$ cat src/rtl/bsa_pkg.sv
// Shared types and codes for the deadlock-avoiding resource allocator.
// No dependencies; every other file of the block imports this package.
package bsa_pkg;

  typedef enum logic [1:0] {
    MODE_LOAD_FREE = 2'd0,
    MODE_LOAD_PAIR = 2'd1,
    MODE_REQUEST   = 2'd2,
    MODE_CHECK     = 2'd3
  } mode_t;

  typedef enum logic [2:0] {
    STS_LOADED     = 3'd0,
    STS_REJECTED   = 3'd1,
    STS_GRANTED    = 3'd2,
    STS_EXCEEDS    = 3'd3,
    STS_WAIT       = 3'd4,
    STS_ROLLED_BACK = 3'd5,
    STS_SAFE       = 3'd6,
    STS_UNSAFE     = 3'd7
  } status_t;

  // Write commands from the sequencer to the resource tables.
  typedef struct packed {
    logic load_free;
    logic load_pair;
    logic grant;
    logic undo;
  } store_cmd_t;

  localparam int SEQ_SLOTS = 5;
  localparam int SLOT_BITS = 3;

endpackage

$ cat src/rtl/bsa_store.sv
// Resource tables: free units per resource, held units and remaining need per
// (process, resource) pair, with one row read port. Depends on bsa_pkg.
module bsa_store #(
  parameter int NP = 5,
  parameter int NR = 3,
  parameter int CW = 8,
  parameter int PID_W = 3,
  parameter int RID_W = 2
) (
  input  logic                     clk,
  input  logic                     rst,
  input  bsa_pkg::store_cmd_t      cmd,
  input  logic [PID_W-1:0]         pid,
  input  logic [RID_W-1:0]         rid,
  input  logic [CW-1:0]            wr_value,
  input  logic [CW-1:0]            wr_need,
  input  logic [NR-1:0][CW-1:0]    req,
  output logic [NR-1:0][CW-1:0]    free_vec,
  output logic [NR-1:0][CW-1:0]    held_row,
  output logic [NR-1:0][CW-1:0]    need_row
);
  import bsa_pkg::*;

  logic [NR-1:0][CW-1:0] free_u;
  logic [NR-1:0][CW-1:0] held_a [NP];
  logic [NR-1:0][CW-1:0] need_a [NP];

  assign free_vec = free_u;
  assign held_row = held_a[pid];
  assign need_row = need_a[pid];

  always_ff @(posedge clk) begin
    if (rst) begin
      free_u <= '0;
      for (int p = 0; p < NP; p++) begin
        held_a[p] <= '0;
        need_a[p] <= '0;
      end
    end else begin
      if (cmd.load_free) begin
        free_u[rid] <= wr_value;
      end
      if (cmd.load_pair) begin
        held_a[pid][rid] <= wr_value;
        need_a[pid][rid] <= wr_need;
      end
      // A grant moves units from free and need into held; undo moves them back.
      if (cmd.grant) begin
        for (int r = 0; r < NR; r++) begin
          free_u[r]      <= free_u[r] - req[r];
          held_a[pid][r] <= held_a[pid][r] + req[r];
          need_a[pid][r] <= need_a[pid][r] - req[r];
        end
      end
      if (cmd.undo) begin
        for (int r = 0; r < NR; r++) begin
          free_u[r]      <= free_u[r] + req[r];
          held_a[pid][r] <= held_a[pid][r] - req[r];
          need_a[pid][r] <= need_a[pid][r] + req[r];
        end
      end
    end
  end

endmodule

$ cat src/rtl/bsa_scan_unit.sv
// Safety scan engine: one compare-and-accumulate step per cycle over the
// process rows, repeated in passes until all finish or a pass adds none.
// Depends on bsa_pkg.
module bsa_scan_unit #(
  parameter int NP = 5,
  parameter int NR = 3,
  parameter int CW = 8,
  parameter int PID_W = 3
) (
  input  logic                     clk,
  input  logic                     rst,
  input  logic                     go,
  input  logic [NR-1:0][CW-1:0]    free_vec,
  input  logic [NR-1:0][CW-1:0]    need_row,
  input  logic [NR-1:0][CW-1:0]    held_row,
  output logic [PID_W-1:0]         rd_pid,
  output logic                     running,
  output logic                     fin,
  output logic                     safe,
  output logic [2:0]               placed,
  output logic [14:0]              order
);
  import bsa_pkg::*;

  localparam int N_W = $clog2(NP + 1);
  localparam int WORK_W = CW + $clog2(NP + 1);

  logic [NR-1:0][WORK_W-1:0] work;
  logic [NR-1:0][WORK_W-1:0] work_sum;
  logic [NP-1:0]             done_mask;
  logic [N_W-1:0]            n;
  logic [N_W-1:0]            n_next;
  logic [14:0]               seq;
  logic [14:0]               seq_next;
  logic [PID_W-1:0]          pidx;
  logic                      prog;
  logic                      prog_next;
  logic                      fits;
  logic                      last;
  logic                      all_done;
  logic                      finish;

  assign rd_pid = pidx;

  always_comb begin
    fits = !done_mask[pidx];
    for (int r = 0; r < NR; r++) begin
      if (WORK_W'(need_row[r]) > work[r]) begin
        fits = 1'b0;
      end
      work_sum[r] = work[r] + WORK_W'(held_row[r]);
    end
    n_next = fits ? n + 1'b1 : n;
    seq_next = seq;
    if (fits) begin
      for (int s = 0; s < SEQ_SLOTS; s++) begin
        if (4'(n) == 4'(s)) begin
          seq_next[SLOT_BITS*s +: SLOT_BITS] = 3'(pidx);
        end
      end
    end
    prog_next = prog | fits;
    last      = (pidx == PID_W'(NP - 1));
    all_done  = (n_next == N_W'(NP));
    // The scan ends once every process is placed, or when a full pass placed none.
    finish    = all_done || (last && !prog_next);
  end

  always_ff @(posedge clk) begin
    if (rst) begin
      running <= 1'b0;
      fin     <= 1'b0;
    end else begin
      fin <= 1'b0;
      if (go) begin
        running   <= 1'b1;
        for (int r = 0; r < NR; r++) begin
          work[r] <= WORK_W'(free_vec[r]);
        end
        done_mask <= '0;
        n         <= '0;
        seq       <= '0;
        pidx      <= '0;
        prog      <= 1'b0;
      end else if (running) begin
        if (fits) begin
          work            <= work_sum;
          done_mask[pidx] <= 1'b1;
        end
        n   <= n_next;
        seq <= seq_next;
        if (finish) begin
          running <= 1'b0;
          fin     <= 1'b1;
          safe    <= all_done;
          placed  <= (4'(n_next) > 4'd7) ? 3'd7 : 3'(n_next);
          order   <= seq_next;
        end else if (last) begin
          pidx <= '0;
          prog <= 1'b0;
        end else begin
          pidx <= pidx + 1'b1;
          prog <= prog_next;
        end
      end
    end
  end

endmodule

$ cat src/rtl/bankers_safety_allocator_top.sv
// Top level of the deadlock-avoiding resource allocator: command sequencer,
// resource tables and safety scan engine. Depends on bsa_pkg, bsa_store and
// bsa_scan_unit.
//
//   channel   handshake          payload
//   --------  -----------------  ----------------------------------------------
//   command   start, busy        mode, process_id, resource_id, amount, claim,
//                                request_a, request_b, request_c
//   result    done (one cycle)   status, safe_count, safe_sequence
//
// A command transfers when start is high and busy is low; busy then stays high
// until the result strobe. Loads and rejected requests answer from the execute
// state after the transfer; a check then scans, and a request grants, scans and
// rolls back if unsafe. A scan covers one process row per cycle, in
// NUM_PROCESSES to NUM_PROCESSES * NUM_PROCESSES steps. The receiver cannot
// stall; a result is shown for exactly one cycle. Reset clears all tables.
module bankers_safety_allocator_top #(
  parameter int NUM_PROCESSES = 5,
  parameter int NUM_RESOURCES = 3,
  parameter int COUNT_BITS = 8
) (
  input  logic        clk,
  input  logic        rst,
  input  logic        start,
  input  logic [1:0]  mode,
  input  logic [2:0]  process_id,
  input  logic [1:0]  resource_id,
  input  logic [7:0]  amount,
  input  logic [7:0]  claim,
  input  logic [7:0]  request_a,
  input  logic [7:0]  request_b,
  input  logic [7:0]  request_c,
  output logic        busy,
  output logic        done,
  output logic [2:0]  status,
  output logic [2:0]  safe_count,
  output logic [14:0] safe_sequence
);
  import bsa_pkg::*;

  localparam int NP = NUM_PROCESSES;
  localparam int NR = NUM_RESOURCES;
  localparam int CW = COUNT_BITS;
  localparam int PID_W = $clog2(NP);
  localparam int RID_W = (NR > 1) ? $clog2(NR) : 1;
  localparam int EXT_W = (CW > 8) ? CW : 8;
  localparam logic [2:0] FULL_COUNT = 3'((NP > 7) ? 7 : NP);

  typedef enum logic [2:0] {
    ST_IDLE,
    ST_EXEC,
    ST_GRANT,
    ST_SCAN_GO,
    ST_SCAN_WAIT,
    ST_ROLLBACK
  } state_t;

  state_t state;

  mode_t      mode_q;
  logic [2:0] process_id_q;
  logic [1:0] resource_id_q;
  logic [7:0] amount_q;
  logic [7:0] claim_q;
  logic [7:0] request_a_q;
  logic [7:0] request_b_q;
  logic [7:0] request_c_q;

  store_cmd_t            store_cmd;
  logic [PID_W-1:0]      rd_pid;
  logic [NR-1:0][CW-1:0] free_vec;
  logic [NR-1:0][CW-1:0] held_row;
  logic [NR-1:0][CW-1:0] need_row;
  logic [NR-1:0][CW-1:0] req_vec;
  logic [NR-1:0][7:0]    req_lane;

  logic [PID_W-1:0] scan_pid;
  logic             scan_running;
  logic             scan_fin;
  logic             scan_safe;
  logic [2:0]       scan_placed;
  logic [14:0]      scan_order;

  logic    pid_ok;
  logic    rid_ok;
  logic    free_ok;
  logic    pair_ok;
  logic    req_hit;
  status_t req_status;

  assign busy = (state != ST_IDLE);

  // Process and resource range checks, width checks and request screening.
  always_comb begin
    pid_ok  = ({1'b0, process_id_q} < 4'(NP));
    rid_ok  = ({1'b0, resource_id_q} < 3'(NR));
    free_ok = rid_ok && ((amount_q >> CW) == 8'd0);
    pair_ok = rid_ok && pid_ok && ((amount_q >> CW) == 8'd0) &&
              ((claim_q >> CW) == 8'd0) && (amount_q <= claim_q);
    for (int r = 0; r < NR; r++) begin
      if (r == 0) begin
        req_lane[r] = request_a_q;
      end else if (r == 1) begin
        req_lane[r] = request_b_q;
      end else if (r == 2) begin
        req_lane[r] = request_c_q;
      end else begin
        req_lane[r] = 8'd0;
      end
      req_vec[r] = CW'(req_lane[r]);
    end
    // Resources are tested in index order, the need test ahead of the free test.
    req_hit    = 1'b0;
    req_status = STS_GRANTED;
    for (int r = 0; r < NR; r++) begin
      if (!req_hit) begin
        if (EXT_W'(req_lane[r]) > EXT_W'(need_row[r])) begin
          req_hit    = 1'b1;
          req_status = STS_EXCEEDS;
        end else if (EXT_W'(req_lane[r]) > EXT_W'(free_vec[r])) begin
          req_hit    = 1'b1;
          req_status = STS_WAIT;
        end
      end
    end
  end

  always_comb begin
    store_cmd = '0;
    unique case (state)
      ST_EXEC: begin
        store_cmd.load_free = (mode_q == MODE_LOAD_FREE) && free_ok;
        store_cmd.load_pair = (mode_q == MODE_LOAD_PAIR) && pair_ok;
      end
      ST_GRANT:    store_cmd.grant = 1'b1;
      ST_ROLLBACK: store_cmd.undo = 1'b1;
      default: ;
    endcase
  end

  assign rd_pid = scan_running ? scan_pid : process_id_q[PID_W-1:0];

  bsa_store #(
    .NP(NP), .NR(NR), .CW(CW), .PID_W(PID_W), .RID_W(RID_W)
  ) u_store (
    .clk      (clk),
    .rst      (rst),
    .cmd      (store_cmd),
    .pid      (rd_pid),
    .rid      (resource_id_q[RID_W-1:0]),
    .wr_value (CW'(amount_q)),
    .wr_need  (CW'(claim_q - amount_q)),
    .req      (req_vec),
    .free_vec (free_vec),
    .held_row (held_row),
    .need_row (need_row)
  );

  bsa_scan_unit #(
    .NP(NP), .NR(NR), .CW(CW), .PID_W(PID_W)
  ) u_scan (
    .clk      (clk),
    .rst      (rst),
    .go       (state == ST_SCAN_GO),
    .free_vec (free_vec),
    .need_row (need_row),
    .held_row (held_row),
    .rd_pid   (scan_pid),
    .running  (scan_running),
    .fin      (scan_fin),
    .safe     (scan_safe),
    .placed   (scan_placed),
    .order    (scan_order)
  );

  always_ff @(posedge clk) begin
    if (rst) begin
      state <= ST_IDLE;
      done  <= 1'b0;
    end else begin
      done <= 1'b0;
      unique case (state)
        ST_IDLE: begin
          if (start) begin
            mode_q        <= mode_t'(mode);
            process_id_q  <= process_id;
            resource_id_q <= resource_id;
            amount_q      <= amount;
            claim_q       <= claim;
            request_a_q   <= request_a;
            request_b_q   <= request_b;
            request_c_q   <= request_c;
            state         <= ST_EXEC;
          end
        end
        ST_EXEC: begin
          unique case (mode_q)
            MODE_LOAD_FREE: begin
              done          <= 1'b1;
              status        <= free_ok ? STS_LOADED : STS_REJECTED;
              safe_count    <= '0;
              safe_sequence <= '0;
              state         <= ST_IDLE;
            end
            MODE_LOAD_PAIR: begin
              done          <= 1'b1;
              status        <= pair_ok ? STS_LOADED : STS_REJECTED;
              safe_count    <= '0;
              safe_sequence <= '0;
              state         <= ST_IDLE;
            end
            MODE_REQUEST: begin
              if (!pid_ok || req_hit) begin
                done          <= 1'b1;
                status        <= pid_ok ? req_status : STS_EXCEEDS;
                safe_count    <= '0;
                safe_sequence <= '0;
                state         <= ST_IDLE;
              end else begin
                state <= ST_GRANT;
              end
            end
            MODE_CHECK: state <= ST_SCAN_GO;
          endcase
        end
        ST_GRANT:   state <= ST_SCAN_GO;
        ST_SCAN_GO: state <= ST_SCAN_WAIT;
        ST_SCAN_WAIT: begin
          if (scan_fin) begin
            safe_count    <= scan_placed;
            safe_sequence <= scan_order;
            if (mode_q == MODE_CHECK) begin
              done   <= 1'b1;
              status <= scan_safe ? STS_SAFE : STS_UNSAFE;
              state  <= ST_IDLE;
            end else if (scan_safe) begin
              done   <= 1'b1;
              status <= STS_GRANTED;
              state  <= ST_IDLE;
            end else begin
              state <= ST_ROLLBACK;
            end
          end
        end
        ST_ROLLBACK: begin
          done   <= 1'b1;
          status <= STS_ROLLED_BACK;
          state  <= ST_IDLE;
        end
        default: state <= ST_IDLE;
      endcase
    end
  end

`ifndef NO_ASSERTIONS
  a_done_after_busy: assert property (@(posedge clk) disable iff (rst)
    done |-> $past(busy))
    else $error("result strobe without a command in progress");

  a_accept_enters_exec: assert property (@(posedge clk) disable iff (rst)
    (start && !busy) |=> (state == ST_EXEC))
    else $error("command transfer did not start execution");

  a_fin_while_waiting: assert property (@(posedge clk) disable iff (rst)
    scan_fin |-> (state == ST_SCAN_WAIT))
    else $error("scan finished while the sequencer was not waiting for it");

  a_grant_only_request: assert property (@(posedge clk) disable iff (rst)
    (state == ST_GRANT || state == ST_ROLLBACK) |-> (mode_q == MODE_REQUEST))
    else $error("table grant or undo outside a request");

  a_safe_count_full: assert property (@(posedge clk) disable iff (rst)
    (done && (status == STS_SAFE || status == STS_GRANTED)) |->
      (safe_count == FULL_COUNT))
    else $error("safe result with processes left unplaced");
`endif

endmodule
$ cat config.mk
export PLATFORM = sky130hd
export DESIGN_NAME = bankers_safety_allocator_top
export DESIGN_NICKNAME = d
export VERILOG_FILES = /design/src/rtl/bsa_pkg.sv /design/src/rtl/bsa_store.sv /design/src/rtl/bsa_scan_unit.sv /design/src/rtl/bankers_safety_allocator_top.sv
export SDC_FILE = /design/constraint.sdc
export NUM_CORES = 1
export LEC_CHECK = 0
export BUFFER_PORTS_ARGS = -buffer_cell sky130_fd_sc_hd__buf_2
export CORE_ASPECT_RATIO = 0.8
export CORE_UTILIZATION = 45
export CTS_BUF_LIST = sky130_fd_sc_hd__clkbuf_16
export DETAILED_ROUTE_END_ITERATION = 12
export GPL_TIMING_DRIVEN = 0
export PLACE_DENSITY = 0.65
export SETUP_SLACK_MARGIN = 0.05
export SYNTH_ARGS = -nofsm -noshare
export SYNTH_HDL_FRONTEND = slang
export SYNTH_SLANG_ARGS = --single-unit
$ cat constraint.sdc
create_clock -name clk -period 6.9 [get_ports clk]
set_clock_uncertainty 0.1 [all_clocks]
set_input_delay 0.69 -clock clk [delete_from_list [all_inputs] [get_ports clk]]
set_output_delay 0.69 -clock clk [all_outputs]
set_load 0.05 [all_outputs]
==> results of run 1 <==
==> per-stage QoR <==
| step | instances | instance area, µm² | util |
|---|---|---|---|
| floorplan | 3064 | 31600 | - |
| global placement | 4060 | 33100 | 0.479 |
| detailed placement | 4078 | 33400 | 0.483 |
| CTS | 4188 | 35400 | 0.512 |
| global route | 4189 | 35400 | 0.512 |
| finish | 4189 | 35400 | 0.512 |
==> layout make-up <==
cell class                 count  area share
antenna                        1   0.0000706
buffer                       142      0.0175
clock buffer                  58      0.0409
clock inverter                52      0.0137
inverter                     186      0.0197
multi-input combinational   2175       0.391
sequential                   561       0.467
tap                          924      0.0326
timing repair buffer          90      0.0173
==> placed cells by master (no fill, tap or decap), types with 58 or more instances in the layout <==
cell type                     n
sky130_fd_sc_hd__inv_1      195
sky130_fd_sc_hd__buf_2       82
sky130_fd_sc_hd__clkbuf_1    98
sky130_fd_sc_hd__ha_1       199
sky130_fd_sc_hd__edfxtp_1   531
sky130_fd_sc_hd__nand2_1    367
sky130_fd_sc_hd__o21ai_0    112
sky130_fd_sc_hd__nand3_1    124
sky130_fd_sc_hd__a21oi_1    203
sky130_fd_sc_hd__nor2_1     398
sky130_fd_sc_hd__clkbuf_16   58
==> cells by family (layout without fill, tap and decap cells) <==
kind of cell             count (synthesis)  in the layout  synth area share
multiplexers                            64             64            0.0227
flip-flops                             561            561             0.523
adder cells (fa/ha/maj)                221            221            0.0927
AO/OA/AOI/OAI                          694            694             0.144
buffers and inverters                  328            528            0.0403
XOR/XNOR                                37             37            0.0124
AND/OR/NAND/NOR                       1159           1159             0.165
other                                    0              1                 0
==> what timing repair did <==
item / 4_1_cts / 5_1_grt
setup endpoints to repair: 121 / 68
gates cloned: 0 / 0
gates resized for setup: 14 / 16
hold endpoints to repair: 0 / 0
buffers inserted: 0 / 0
hold buffers: 0 / 0
==> worst max-delay path, cell delays in order (launching register included) <==
cell                       delay [ns]
sky130_fd_sc_hd__dfxtp_1         0.31
sky130_fd_sc_hd__buf_6           0.15
sky130_fd_sc_hd__mux2_2          0.51
sky130_fd_sc_hd__clkbuf_1        0.63
sky130_fd_sc_hd__clkbuf_2        0.53
sky130_fd_sc_hd__buf_1           0.84
sky130_fd_sc_hd__o211ai_1        0.18
sky130_fd_sc_hd__a21oi_1         0.60
sky130_fd_sc_hd__ha_1            0.38
sky130_fd_sc_hd__and3_1          0.18
sky130_fd_sc_hd__nand3_1         0.10
sky130_fd_sc_hd__o21bai_1        0.13
sky130_fd_sc_hd__a31oi_2         0.34
sky130_fd_sc_hd__nor4_2          0.46
sky130_fd_sc_hd__buf_4           0.26
sky130_fd_sc_hd__a21oi_1         0.12
sky130_fd_sc_hd__nor2_4          0.42
sky130_fd_sc_hd__buf_12          0.25
==> registers in the layout, indices dropped and copies added, names as in the netlist, 3 cells and up <==
signal	flops
u_scan.order	15
u_store.held_a	192
safe_sequence	15
safe_count	3
u_scan.work	33
claim_q	8
status	3
process_id_q	3
u_store.need_a	192
request_b_q	8
state	3
u_scan.done_mask	5
u_scan.placed	3
u_scan.n	3
u_scan.rd_pid	3
u_scan.seq	15
request_a_q	8
u_store.free_vec	24
request_c_q	8
amount_q	8
==> per-layer routing <==
metal	part of all wire	track usage	vias up
met1	0.41	0.446	12500
met5	0.00013	0	-
met4	0.041	0.122	2
li1	-	-	11400
met3	0.15	0.106	269
met2	0.40	0.437	1828
==> power groups by stage <==
stage | Clock, mW | Sequential, mW | Combinational, mW
floorplan | 0 | 3.94 | 0.774
global placement | 0 | 3.96 | 1.18
detailed placement | 0 | 3.95 | 1.20
CTS | 3.25 | 3.88 | 1.21
global route | 3.37 | 3.89 | 1.33
finish | 3.25 | 3.88 | 1.26
==> final timing paths <==
check	from	end	slack, ns
setup / recovery	u_scan.running	u_scan.work[30]	0.07
hold / removal	amount[6]	amount_q[6]	0.09
setup reg to reg	u_scan.running	u_scan.work[30]	0.07
hold reg to reg	u_store.free_vec[3]	u_store.free_vec[3]	0.40
==> flow_metrics.py, run 1 <==
metrics = {
    "synthesis": {
        "synth_seq_cells": 561,
        "synthDominantAreaCellType": "sky130_fd_sc_hd__edfxtp_1",
        "postSynthCellCount": 3064,
        "synth_edf_count": 531,
        "yosys_warnings": 0,
        "seq_area_frac_synth": 0.523,
        "syn-mean-instance-area_um2": 10.3,
        "asyncSetResetFlopFracSynth": 0,
        "yosys.cell_types.count": 83,
        "leading_post_synthesis_cells_by_instance_count": "sky130_fd_sc_hd__edfxtp_1, sky130_fd_sc_hd__nor2_1, sky130_fd_sc_hd__nand2_1",
        "syn-cell-area_um2": 31600,
        "ys.flop_type": "sky130_fd_sc_hd__edfxtp_1",
        "area_share_of_the_leading_cell_type_in_the_synthesized_netlist": 0.504,
        "postSynthNetCount": 3335,
        "post-synth-top-count-cell": "sky130_fd_sc_hd__edfxtp_1",
        "yosys-top-cells-area": "sky130_fd_sc_hd__edfxtp_1, sky130_fd_sc_hd__ha_1, sky130_fd_sc_hd__nor2_1",
    },
    "die": {
        "dieArea_um2": 71300,
        "num_rows": 86,
        "floorplan.initialDensity": 0.457,
        "coreArea_um2": 69200,
        "io_pins": 73,
        "die-height_um": 239,
        "die_x_um": 298,
    },
    "clock_tree": {
        "cts_made_buffers": 58,
        "clk_root_buffer_cell": "sky130_fd_sc_hd__clkbuf_16",
        "clock_path_buffers": 3,
        "ctsHtreeMaxLevel": 2,
        "clk-insertion-delay-late_ns": 0.67,
        "clock-sinks": 561,
        "clock_tree_from_tritoncts": "done",
        "worst_setup_hold_path_clk_slew_ns": 0.06,
    },
    "routing": {
        "drt_pre_antenna_iters": 6,
        "dr.first_iter.drc_count": 3938,
        "ant_nets": 0,
        "post_drt_via_cell_ratio": 6.22,
        "avgRoutedWirePerCell_um": 27.0,
        "drt_wl_total_um": 113000,
        "remaining_drc_errors": 0,
        "routed_via_count": 26000,
    },
    "timing": {
        "rsz0062_at_grt": "no",
        "finalWorstPathRequiredPeriod_ns": 6.83,
        "timing.final.crit_share": 0.990,
        "postLayoutSetupSlackWorst_ns": 0.0660,
        "final-hold-violation-count": 0,
        "timing.final.max_slew_violations": 0,
        "setup-tns-final_ns": 0,
        "final.hold.worst_slack_ns": 0.0934,
        "max_slew_margin": 0.00557,
        "worstMarginPinSlew_ns": 1.49,
        "max_freq_ghz": 0.146,
        "final-setup-viol-count": 0,
    },
    "power_and_ir_drop": {
        "ir_worst_vdd_mv": 0.199,
        "clockPowerShare": 0.387,
        "power.internal_mw": 5.99,
        "p_switching_mw": 2.39,
        "power_mw": 8.39,
        "leakagePower_nw": 13.7,
        "switching_share": 0.285,
        "powerDensity_nw_per_um2": 237,
        "pwr-share-seq": 0.463,
        "comb_power_frac": 0.150,
    },
    "grt": {
        "antenna_found_initial": 4,
        "grt_max_degree": 26,
        "first_global_vias": 24100,
        "wire_length_of_the_first_global_routing_pass_um": 163000,
        "global_route.overflow_total": 0,
        "gr-usage-all-layers": 0.314,
    },
    "layout": {
        "area_of_the_multi_input_gates_um2": 13900,
        "area.growth.synth_to_final_pct": 12.1,
        "final_layout_size_suffix_gt1_frac": 0.0892,
        "num-fill-cells": 6188,
        "regArea_um2": 16500,
        "num-nets-final": 3485,
    },
    "setup_path": {
        "worstPathMaxFanout": 25,
        "startpoint_class": "register",
        "end_kind": "register",
        "worst-r2r-cell-count": 17,
        "worstPathArrival_ns": 7.07,
        "required_time_of_the_critical_path_ns": 7.14,
        "timing_worst_setup_path_type": "reg -> reg",
    },
    "place": {
        "place_hpwl_um": 82700,
        "dp_worst_slack_ns": -0.761,
        "global_placement_routability_congestion": 0.984,
        "port_buffers": 72,
    },
    "flow_run": {
        "maxCapViolations": 0,
    },
    "worst_hold_path": {
        "holdPathStages": 1,
        "hold_class": "in -> reg",
    },
    "status": {
        "outcome": "finished clean",
    },
}
(Power assumes the default switching activity.)
==> inputs of run 2 (changes only) <==
--- a/config.mk
+++ b/config.mk
@@ -7,11 +7,11 @@
 export LEC_CHECK = 0
 export BUFFER_PORTS_ARGS = -buffer_cell sky130_fd_sc_hd__buf_2
 export CORE_ASPECT_RATIO = 0.8
-export CORE_UTILIZATION = 45
+export CORE_UTILIZATION = 28
 export CTS_BUF_LIST = sky130_fd_sc_hd__clkbuf_16
 export DETAILED_ROUTE_END_ITERATION = 12
 export GPL_TIMING_DRIVEN = 0
-export PLACE_DENSITY = 0.65
+export PLACE_DENSITY = 0.46
 export SETUP_SLACK_MARGIN = 0.05
 export SYNTH_ARGS = -nofsm -noshare
 export SYNTH_HDL_FRONTEND = slang
==> run 2 against run 1 <==
Net effect: fmax is 2.8% higher; hold slack got worse by 0.027 ns; global-route usage fell by 9.7 points; utilization decreased by 19 points; largest cell class unchanged.
==> flow_metrics.py, run 2 (same netlist as run 1, synthesis figures left out) <==
metrics = {
    "status": {
        "outcome": "finished clean",
    },
    "clock_tree": {
        "ctsHtreeMaxLevel": 2,
        "worst_setup_hold_path_clk_slew_ns": 0.07,
        "resized_after_cts": 18,
        "clock_tree_from_tritoncts": "done",
        "clk-insertion-delay-late_ns": 0.71,
        "clock_path_buffers": 3,
        "clk_root_buffer_cell": "sky130_fd_sc_hd__clkbuf_16",
        "cts_made_buffers": 61,
        "clock-sinks": 561,
        "cts_setup_buffers": 0,
        "post_cts_hold_buffer_count": 0,
    },
    "setup_path": {
        "end_kind": "register",
        "worst-r2r-cell-count": 17,
        "required_time_of_the_critical_path_ns": 7.17,
        "worstPathArrival_ns": 6.92,
        "reg2reg_setup_slack_ns": 0.25,
        "timing_worst_setup_path_type": "reg -> reg",
        "worst_r2r_startpoint": "u_scan.running",
        "critical_path.max_stage_delay_ns": 0.89,
        "regToRegEndpoint": "u_scan.work[4]",
        "startpoint_class": "register",
        "worstPathMaxFanout": 26,
        "worst_path_max_delay_cell": "sky130_fd_sc_hd__clkbuf_1",
        "crit_path_cells": "buf_6, mux2_2, buf_4, clkbuf_1, clkbuf_1, o221ai_1, a21oi_2, ha_1, nor2b_1, o21a_1, o21bai_1, a31oi_2, nor4_2, buf_4, a21oi_1, nor2_4, buf_12",
    },
    "grt": {
        "gr-usage-all-layers": 0.217,
        "first_global_vias": 23500,
        "wire_length_of_the_first_global_routing_pass_um": 177000,
        "global_route.overflow_total": 0,
        "grt_max_degree": 27,
        "antenna_found_initial": 2,
    },
    "timing": {
        "final-hold-violation-count": 0,
        "finalWorstPathRequiredPeriod_ns": 6.65,
        "timing.final.crit_share": 0.964,
        "max_freq_ghz": 0.150,
        "postLayoutSetupSlackWorst_ns": 0.250,
        "timing.final.max_slew_violations": 0,
        "max_slew_margin": 0.0397,
        "final.hold.worst_slack_ns": 0.0666,
        "worstMarginPinSlew_ns": 1.44,
        "rsz0062_at_grt": "no",
        "final-setup-viol-count": 0,
    },
    "place": {
        "dp_worst_slack_ns": -1.32,
        "port_buffers": 72,
        "place_hpwl_um": 93600,
        "placement.cell_area_um2": 34200,
        "global_placement_routability_congestion": 0.938,
        "placed_instances": 4654,
    },
    "power_and_ir_drop": {
        "ir_worst_vdd_mv": 0.211,
        "leakagePower_nw": 13.8,
        "powerDensity_nw_per_um2": 237,
    },
    "layout": {
        "final_layout_size_suffix_gt1_frac": 0.0915,
        "regArea_um2": 16500,
        "most-common-layout-cells": "sky130_fd_sc_hd__edfxtp_1, sky130_fd_sc_hd__nor2_1, sky130_fd_sc_hd__nand2_1",
        "finalNonFillerCells": 4770,
        "num-fill-cells": 11500,
        "area_of_the_multi_input_gates_um2": 13900,
        "area.growth.synth_to_final_pct": 14.9,
        "biggestRegsByFlops": "u_store.held_a (192), u_store.need_a (192), u_scan.work (33)",
        "num-nets-final": 3488,
        "stdcell_area_um2": 36300,
        "layout_commonest_cell": "sky130_fd_sc_hd__edfxtp_1",
    },
    "routing": {
        "ant_nets": 0,
        "avgRoutedWirePerCell_um": 26.4,
        "routed_via_count": 25500,
        "remaining_drc_errors": 0,
        "dr.first_iter.drc_count": 3178,
        "drt_pre_antenna_iters": 6,
        "post_drt_via_cell_ratio": 5.34,
        "drt_wl_total_um": 126000,
    },
    "flow_run": {
        "maxCapViolations": 0,
    },
    "die": {
        "dieArea_um2": 114000,
        "floorplan.initialDensity": 0.284,
        "num_rows": 109,
        "coreArea_um2": 111000,
        "die_x_um": 378,
        "die-height_um": 303,
        "io_pins": 73,
    },
    "worst_hold_path": {
        "hold_class": "in -> reg",
        "hold_path_end": "request_a_q[1]",
        "holdPathStages": 1,
        "hold_start": "request_a[1]",
    },
}
==> run 2: how the worst max path moves through the flow <==
stage	start	end	depth (start not counted)
2_1_floorplan	u_scan.running	u_scan.done_mask[0]	16
3_3_place_gp	u_scan.running	u_scan.work[9]	16
3_5_place_dp	u_scan.rd_pid[0]	u_scan.order[7]	13
4_1_cts	u_scan.running	u_scan.work[4]	18
5_1_grt	u_scan.running	safe_sequence[6]	17
6_report	u_scan.running	u_scan.work[4]	17
==> run 2: area by class of cell <==
class	count	share of cell area
diodes	3	0.000207
plain buffers	139	0.0172
clock buffers	61	0.0420
clock inverters	54	0.0148
inverters	186	0.0192
multi-input cells	2175	0.382
flip-flops and latches	561	0.455
well taps	1498	0.0516
repair buffers	93	0.0178
==> run 2: critical path, delay by kind of cell, from the launching register on <==
kind,cells,cell delay (ns)
AO/OA/AOI/OAI,6,1.63
adder cells (fa/ha/maj),1,0.33
buffers and inverters,6,2.61
flip-flops,1,0.31
multiplexers,1,0.23
AND/OR/NAND/NOR,3,1.02
==> run 2: report_power, final <==
group	switching [mW]	total, mW	internal (mW)
Sequential	0.0561	3.88	3.83
Clock	1.53	3.45	1.92
Combinational	0.891	1.28	0.388
Total	2.48	8.61	6.13
==> run 2: metal layers <==
layer | wire length [µm] | part of all wire | track usage | vias up
met5 | 0 | 0 | 0 | -
met4 | 2020 | 0.016 | 0.0417 | 0
met3 | 12200 | 0.097 | 0.0461 | 124
met2 | 51700 | 0.41 | 0.307 | 1218
met1 | 60000 | 0.48 | 0.334 | 12700
li1 | - | - | - | 11500
==> run 2: metrics by stage <==
| step | power, mW | util | TNS, ns |
|---|---|---|---|
| floorplan | 4.72 | - | 0 |
| global route | 8.88 | 0.327 | 0 |
| global placement | 5.20 | 0.305 | -245.60 |
| detailed placement | 5.20 | 0.308 | -107.48 |
| finish | 8.61 | 0.327 | 0 |
| CTS | 8.64 | 0.327 | 0 |
